[config.mk]
export PLATFORM = sky130hd
export DESIGN_NAME = rau_div
export DESIGN_NICKNAME = d
export VERILOG_FILES = /design/src/rtl/core/rau_pkg.sv /design/src/rtl/core/rau_div.sv
export SDC_FILE = /design/constraint.sdc
export NUM_CORES = 1
export LEC_CHECK = 0
export BUFFER_PORTS_ARGS = -buffer_cell sky130_fd_sc_hd__buf_2
export CAP_MARGIN = 15
export CORE_ASPECT_RATIO = 1.4
export CORE_MARGIN = 2
export CORE_UTILIZATION = 40
export DETAILED_ROUTE_END_ITERATION = 7
export HOLD_SLACK_MARGIN = 0.06
export PLACE_DENSITY = 0.74
export SETUP_SLACK_MARGIN = 0.1
export SLEW_MARGIN = 20
export SYNTH_ARGS = -nofsm -noshare
export SYNTH_HDL_FRONTEND = slang
export SYNTH_SLANG_ARGS = --single-unit
export TNS_END_PERCENT = 5
[constraint.sdc]
create_clock -name clk_i -period 8.1 [get_ports clk_i]
set_input_delay 1.215 -clock clk_i [delete_from_list [all_inputs] [get_ports clk_i]]
set_output_delay 1.215 -clock clk_i [all_outputs]
set_load 0.01 [all_outputs]
[src/rtl/core/rau_pkg.sv]
package rau_pkg;

  localparam int unsigned NumWidth = 32;
  localparam int unsigned MagW = 64;

  localparam logic [1:0] FuncAdd = 2'd0;
  localparam logic [1:0] FuncSub = 2'd1;
  localparam logic [1:0] FuncMul = 2'd2;
  localparam logic [1:0] FuncDiv = 2'd3;

  localparam logic [1:0] StatusOk   = 2'd0;
  localparam logic [1:0] StatusDivZ = 2'd1;
  localparam logic [1:0] StatusOvf  = 2'd2;

  typedef struct packed {
    logic start;
    logic done;
  } div_ctrl_t;

endpackage

[src/rtl/core/rau_div.sv]
module rau_div (
  input  logic                            clk_i,
  input  logic                            rst_ni,
  input  logic                            start_i,
  input  logic [rau_pkg::MagW-1:0]        dividend_i,
  input  logic [rau_pkg::MagW-1:0]        divisor_i,
  output logic                            done_o,
  output logic [rau_pkg::MagW-1:0]        quot_o,
  output logic [rau_pkg::MagW-1:0]        rem_o
);

  logic [rau_pkg::MagW-1:0] q_q, q_d, r_q, r_d, d_q, d_d;
  logic [6:0]               cnt_q, cnt_d;
  logic                     busy_q, busy_d, done_q, done_d;
  logic [rau_pkg::MagW:0]   shl, diff;

  always_comb begin
    shl  = {r_q, q_q[rau_pkg::MagW-1]};
    diff = shl - {1'b0, d_q};
    q_d = q_q; r_d = r_q; d_d = d_q; cnt_d = cnt_q; busy_d = busy_q; done_d = 1'b0;
    if (start_i) begin
      q_d = dividend_i; r_d = '0; d_d = divisor_i; cnt_d = 7'd0; busy_d = 1'b1;
    end else if (busy_q) begin
      if (!diff[rau_pkg::MagW]) begin
        r_d = diff[rau_pkg::MagW-1:0];
        q_d = {q_q[rau_pkg::MagW-2:0], 1'b1};
      end else begin
        r_d = shl[rau_pkg::MagW-1:0];
        q_d = {q_q[rau_pkg::MagW-2:0], 1'b0};
      end
      cnt_d = cnt_q + 7'd1;
      if (cnt_q == 7'(rau_pkg::MagW - 1)) begin
        busy_d = 1'b0; done_d = 1'b1;
      end
    end
  end

  always_ff @(posedge clk_i or negedge rst_ni) begin
    if (!rst_ni) begin
      busy_q <= 1'b0; done_q <= 1'b0; cnt_q <= '0;
    end else begin
      busy_q <= busy_d; done_q <= done_d; cnt_q <= cnt_d;
    end
  end

  always_ff @(posedge clk_i) begin
    q_q <= q_d; r_q <= r_d; d_q <= d_d;
  end

  assign done_o = done_q;
  assign quot_o = q_q;
  assign rem_o  = r_q;

endmodule

==> results of run 1 <==
[cells in the mapped netlist, types with 3 or more instances]
cell,count,share of area (%)
nand2_1,136,4.3
edfxtp_1,128,32
nor2_1,91,2.8
inv_1,87,2.7
a21oi_1,86,3.6
ha_1,65,6.8
dfxtp_1,64,11
mux2_2,63,5.9
o21ai_0,56,2.3
clkbuf_1,55,1.7
a21o_1,31,1.9
xnor2_1,31,2.3
nand3_1,28,1.2
a311oi_1,27,2.0
nand4_1,24,1.3
xor2_1,23,1.7
mux2i_1,21,1.8
a211oi_1,17,1.1
nor3_1,14,0.58
o21bai_1,11,0.69
nand2b_1,10,0.52
o21a_1,10,0.63
o31ai_1,10,0.63
dfrtp_1,9,1.9
a31oi_1,8,0.42
and3_1,8,0.42
buf_2,8,0.33
o211ai_1,8,0.50
nor2b_1,6,0.31
o311ai_0,6,0.44
or3_1,6,0.31
nand4b_1,5,0.36
or2_2,5,0.26
a32oi_1,4,0.29
and2_1,4,0.21
buf_1,4,0.13
o22ai_1,4,0.21
a211o_1,3,0.22
a21boi_0,3,0.19
a311o_1,3,0.25
a41oi_1,3,0.22
o2111ai_1,3,0.22
o221ai_1,3,0.22
o41a_1,3,0.28
[logic make-up (layout without fill, tap and decap cells)]
| group | after synthesis | in the layout | share of synthesized area [%] |
|---|---|---|---|
| simple gates | 356 | 356 | 14.0 |
| flops | 201 | 201 | 44.6 |
| mux | 84 | 84 | 7.66 |
| fa+ha+maj | 66 | 66 | 6.94 |
| compound gates | 318 | 318 | 17.9 |
| xor+xnor | 54 | 54 | 3.94 |
| buf+inv | 155 | 396 | 4.96 |
[final cells by class]
| class | instances | area, um2 |
|---|---|---|
| Clock buffer | 35 | 693 |
| Clock inverter | 7 | 42.5 |
| Fill cell | 2768 | 15400 |
| Inverter | 87 | 327 |
| Multi-Input combinational cell | 878 | 6080 |
| Sequential cell | 201 | 5350 |
| Tap cell | 385 | 482 |
| Timing Repair Buffer | 267 | 1360 |
[layer usage]
layer	part of all wire [%]	vias to the layer above
li1	-	4968
met1	38	4894
met2	51	430
met3	7.3	82
met4	3.6	2
met5	0.032	-
[sequential cells by signal (all words and copies together) (netlist names)]
register and flops:
busy_q 1, cnt_q 7, d_q 64, done_o 1, quot_o 64, rem_o 64
[critical path: cells and delay by family (launching register included)]
| kind | cells | cell delay [ns] |
|---|---|---|
| adder cells (fa/ha/maj) | 2 | 0.64 |
| multiplexers | 1 | 0.29 |
| AND/OR/NAND/NOR | 4 | 1.57 |
| AO/OA/AOI/OAI | 5 | 1.07 |
| buffers and inverters | 2 | 0.60 |
| flip-flops | 1 | 0.36 |
[layout by cell type (no fill, tap or decap), types with 5 or more instances in the layout]
| cell | instances |
|---|---|
| xor2_1 | 23 |
| dfxtp_1 | 64 |
| and3_1 | 8 |
| edfxtp_1 | 128 |
| o21ai_0 | 56 |
| nand4_1 | 24 |
| or2_2 | 5 |
| nor2b_1 | 5 |
| a211oi_1 | 17 |
| buf_2 | 258 |
| nand2_1 | 136 |
| nand4b_1 | 5 |
| nor3_1 | 14 |
| nand3_1 | 28 |
| o211ai_1 | 8 |
| buf_4 | 8 |
| a21oi_1 | 86 |
| a21o_1 | 31 |
| inv_1 | 86 |
| a311oi_1 | 27 |
| mux2i_1 | 21 |
| a31oi_1 | 8 |
| clkbuf_16 | 25 |
| or3_1 | 5 |
| nand2b_1 | 10 |
| o311ai_0 | 6 |
| xnor2_1 | 31 |
| ha_1 | 65 |
| o21a_1 | 10 |
| dfrtp_1 | 8 |
| o21bai_1 | 11 |
| o31ai_1 | 10 |
| clkbuf_1 | 7 |
| mux2_2 | 63 |
| nor2_1 | 90 |
[power by group]
group / switching (mW) / leakage (nW) / internal [mW] / total [mW]
clock network: 0.424 / 0.364 / 0.592 / 1.02
registers: 0.0323 / 1.94 / 1.16 / 1.19
logic: 0.170 / 4.07 / 0.130 / 0.300
[worst min path at each step]
stage	end	depth (start not counted)	slack [ns]
final	rem_o[42]	2	0.51
after global routing	cnt_q[4]	1	0.53
after floorplan	rem_o[59]	2	0.51
after global placement	rem_o[23]	2	0.49
after CTS	rem_o[42]	2	0.51
after detailed placement	rem_o[47]	2	0.50
==> impl_metrics.ini, run 1 <==
[drt]
wl_per_cell_um = 18.3
viasPerCell = 5.58
first_pass_iters = 5
drtAntennaViolNets = 0
route.detailed.drc = 0
vias = 10400
wl_mm = 34.1
drt-initial-drc-count = 608

[critical_path]
critPathMaxStageDelay_ns = 0.87
cp-start-kind = flop
r2r-end = rem_o[18]
cp-startpoint = quot_o[63]
cp.arrival_ns = 5.09
reg2reg_depth = 14
end_kind = flop
worstSetupPathType = flop to flop
rrSetupSlack_ns = 3.38
r2r_start = quot_o[63]
cp_common_cell = nor4_4
crit_chain = inv_1 > ha_1 > fa_1 > nor2b_1 > o2111ai_1 > a31oi_2 > a2111oi_4 > nor4_4 > nor4_4 > o21a_1 > nor3_4 > buf_4 > mux2i_1 > a211oi_1
cp_max_fo = 27
crit_required_ns = 8.47
slowest_stage = nor3_4
endpoint = rem_o[18]

[yosys]
syn_area_per_cell_um2 = 9.73
async_reset_ff_share_pct = 4.48
synth-seq-area-share_pct = 44.6
synth_edf_count = 128
synth.distinct_cells = 72
synth_seq_cells = 201
syn_nets = 1431
syn_area_mm2 = 0.0120
synth.yosys.warnings = 0
synthFlopType = edfxtp_1
netlist_instances = 1234

[final_layout]
instances_no_fill = 1860
postLayoutCoreUtil_pct = 48.2
diodes = 0
drive_above_1_share_pct = 26.3
final_area_mm2 = 0.0143
final_nets = 1655
syn2layout_area_growth_pct = 19.4

[clock_tree]
clkTransAtPathRegs_ns = 0.06
h-tree-depth = 1
cts_resized = 0
numCtsBuffers = 23
cts_root_buffer = clkbuf_16
cts_num_sinks = 201
cts-hold-fix-buffers = 0
insertion_delay_ns = 0.53
clk_path_buf_depth = 3
cts_setup_buffers = 0
cts_tree = yes

[grt]
antenna_found_initial = 1
grt_max_degree = 68
grt_usage_pct = 21.1
globalRouteMet3Util_pct = 4.93
overflow = 0
grt_busiest_layer = met2
first_global_vias = 10400
grt_pass1_wl_mm = 52.8
met2_usage_pct = 38.8
met1_usage_pct = 22.9

[placed_design]
port_buffers = 259
dp_slack_ns = 3.42
dpl.cell_count = 1818
routabilityCongestion = 0.913
dpl_cell_area_mm2 = 0.0136
hpwl_mm = 25.5

[flow_run]
drv_cap = 0

[sta]
timing.fmax_ghz = 0.212
final-hold-violation-count = 0
grt_setup_unrepaired = false
hold_slack_ns = 0.506
worst_slew_pin_slew_ns = 1.06
setup_violations = 0
relSlewSlack_pct = 29.3
timing.final.crit_share_pct = 58.2
finalSetupTns_ns = 0
clock_skew_ns = 0.0215
worst_slack_ns = 3.38
min_period_ns = 4.72
maxSlewViolCount = 0

[power_and_ir_drop]
p_total_mw = 2.51
peakVddDrop_uv = 201
power_density_mw_per_mm2 = 175
leakagePower_nw = 6.37

[floorplan]
start_util_pct = 40.4
die_height_um = 209
die_w_um = 150
ios = 260
coreArea_mm2 = 0.0297
die-area_mm2 = 0.0314
rows = 75

[min_path]
hp-class = flop to flop
hold_start = rem_o[41]

[run_status]
status = completed
(Power assumes the default switching activity.)
==> run 2: changes to the inputs <==
Settings changed: PLACE_DENSITY 0.74 to 0.76.
Clock period 8.1 ns to 3.8 ns, I/O delays scaled along.
==> run 2 against run 1 <==
Effect of this change: cell area up 2.1%; combinational power up 120%; critical endpoint is now rem_o[62]; clock-buffer cell count down 8; highest routed layer is now met4; worst hold slack worse by 0.29 ns.
==> impl_metrics.ini, run 2 (synthesis results as in run 1) <==
[final_layout]
nFillCells = 2771
layout_commonest_cell = buf_2
drive_above_1_share_pct = 28.1
instances_no_fill = 1888
syn2layout_area_growth_pct = 21.9
diodes = 0
most-common-layout-cells = buf_2 (258), nand2_1 (136), edfxtp_1 (128), nor2_1 (90)
final_area_mm2 = 0.0146
final_nets = 1684

[critical_path]
r2r-end = rem_o[62]
crit_chain = inv_1 > ha_1 > fa_2 > nor2b_2 > o2111ai_1 > buf_4 > a211oi_2 > nor4b_2 > o311a_1 > o21bai_1 > o2111ai_1 > mux2i_1 > a2111oi_1 > nor3_1
end_kind = flop
cp_common_cell = o2111ai_1
worstSetupPathType = flop to flop
cp.arrival_ns = 3.95
cp_max_fo = 4
slowest_stage = o311a_1
r2r_start = quot_o[63]
cp-start-kind = flop
rrSetupSlack_ns = 0.25
critPathMaxStageDelay_ns = 0.44
crit_required_ns = 4.20
reg2reg_depth = 14
cp-startpoint = quot_o[63]

[placed_design]
dpl_cell_area_mm2 = 0.0138
routabilityCongestion = 0.968
hpwl_mm = 25.9
port_buffers = 259
dpl.cell_count = 1843

[power_and_ir_drop]
power_density_mw_per_mm2 = 366
p_total_mw = 5.35
peakVddDrop_uv = 301
leakagePower_nw = 6.53

[sta]
maxSlewViolCount = 0
setup_violations = 0
timing.final.crit_share_pct = 93.5
clock_skew_ns = 0.0144
hold_slack_ns = 0.219
relSlewSlack_pct = 34.4
min_period_ns = 3.55
worst_slew_pin_slew_ns = 0.984
timing.fmax_ghz = 0.282
grt_setup_unrepaired = true
final-hold-violation-count = 0

[drt]
vias = 10600
route.detailed.drc = 0
drtAntennaViolNets = 0
wl_per_cell_um = 18.6
wl_mm = 35.0
drt-initial-drc-count = 641
viasPerCell = 5.61
first_pass_iters = 5

[clock_tree]
cts_num_sinks = 201
clkTransAtPathRegs_ns = 0.06
cts_root_buffer = clkbuf_16
clk_path_buf_depth = 3
insertion_delay_ns = 0.52
h-tree-depth = 1
numCtsBuffers = 22
cts_tree = yes

[floorplan]
ios = 260
die-area_mm2 = 0.0314
die_w_um = 150
coreArea_mm2 = 0.0297
die_height_um = 209
start_util_pct = 40.4
rows = 75

[min_path]
hp-class = input pin to flop
hold_start = divisor_i[58]
min_to = d_q[58]
hold_path_depth = 1

[grt]
overflow = 0
grt_max_degree = 116
antenna_found_initial = 0
first_global_vias = 10800
grt_usage_pct = 21.7
grt_pass1_wl_mm = 54.5

[flow_run]
drv_cap = 0

[run_status]
status = completed
## run 2: cell types whose count changed in the layout (fill, tap and decap cells not counted), moves of 2 or more
cell	delta
bufinv_16	+2
clkinv_2	+4
buf_12	+4
clkbuf_8	-3
buf_4	+22
buf_6	+2
clkbuf_1	-3
## run 2: per-layer routing
layer  global-route usage [%]  part of all wire (%)
met5                        0                     0
met4                     10.6                   5.0
met3                     5.41                   7.9
met2                     38.8                    50
met1                     23.7                    37
## run 2: critical path, delay by kind of cell (launching register included)
| kind | cells | cell delay, ns |
|---|---|---|
| buffers and inverters | 2 | 0.23 |
| adder cells (fa/ha/maj) | 2 | 0.58 |
| flip-flops | 1 | 0.34 |
| AO/OA/AOI/OAI | 6 | 1.74 |
| multiplexers | 1 | 0.14 |
| AND/OR/NAND/NOR | 3 | 0.39 |
## run 2: layout make-up
class / count / area [um2] / share of cell area (%)
Multi-Input combinational cell: 878 / 6100 / 41.7
Sequential cell: 201 / 5350 / 36.6
Timing Repair Buffer: 297 / 1670 / 11.4
Clock buffer: 27 / 591 / 4.03
Tap cell: 385 / 482 / 3.29
Inverter: 87 / 327 / 2.23
Clock inverter: 13 / 116 / 0.795
## run 2: metrics by stage
stage | TNS (ns) | worst slack [ns] | utilization, %
after floorplan | 0 | 0.230 | -
after global placement | 0 | 0.100 | 46.5
after detailed placement | -0.0569 | -0.0569 | 46.5
after CTS | 0 | 0.0903 | 49.0
after global routing | 0 | 0.0615 | 49.2
final | 0 | 0.248 | 49.2
## run 2: what timing repair did
item,4_1_cts,5_1_grt
pin swaps,3,5
setup endpoints to repair,31,64
gates resized for setup,5,6
hold buffers,1,0
buffers inserted,2,1
endpoints found under the hold margin,9,0
cloned,0,1
## run 2: how the worst max path moves through the flow
stage                endpoint  slack [ns]  cells past startpoint
global placement    rem_o[52]        0.10                     13
global route        rem_o[52]        0.06                     13
detailed placement   rem_o[9]       -0.06                     14
floorplan           rem_o[52]        0.23                     13
finish              rem_o[62]        0.25                     14
CTS                 rem_o[52]        0.09                     13
## run 2: power by group
part           internal [mW]  total (mW)  switching (mW)  leakage [nW]
Sequential              2.47        2.54          0.0673          1.94
Combinational          0.290       0.658           0.368          4.24
Clock                   1.24        2.15           0.911         0.352
Total                   4.01        5.35            1.35          6.53
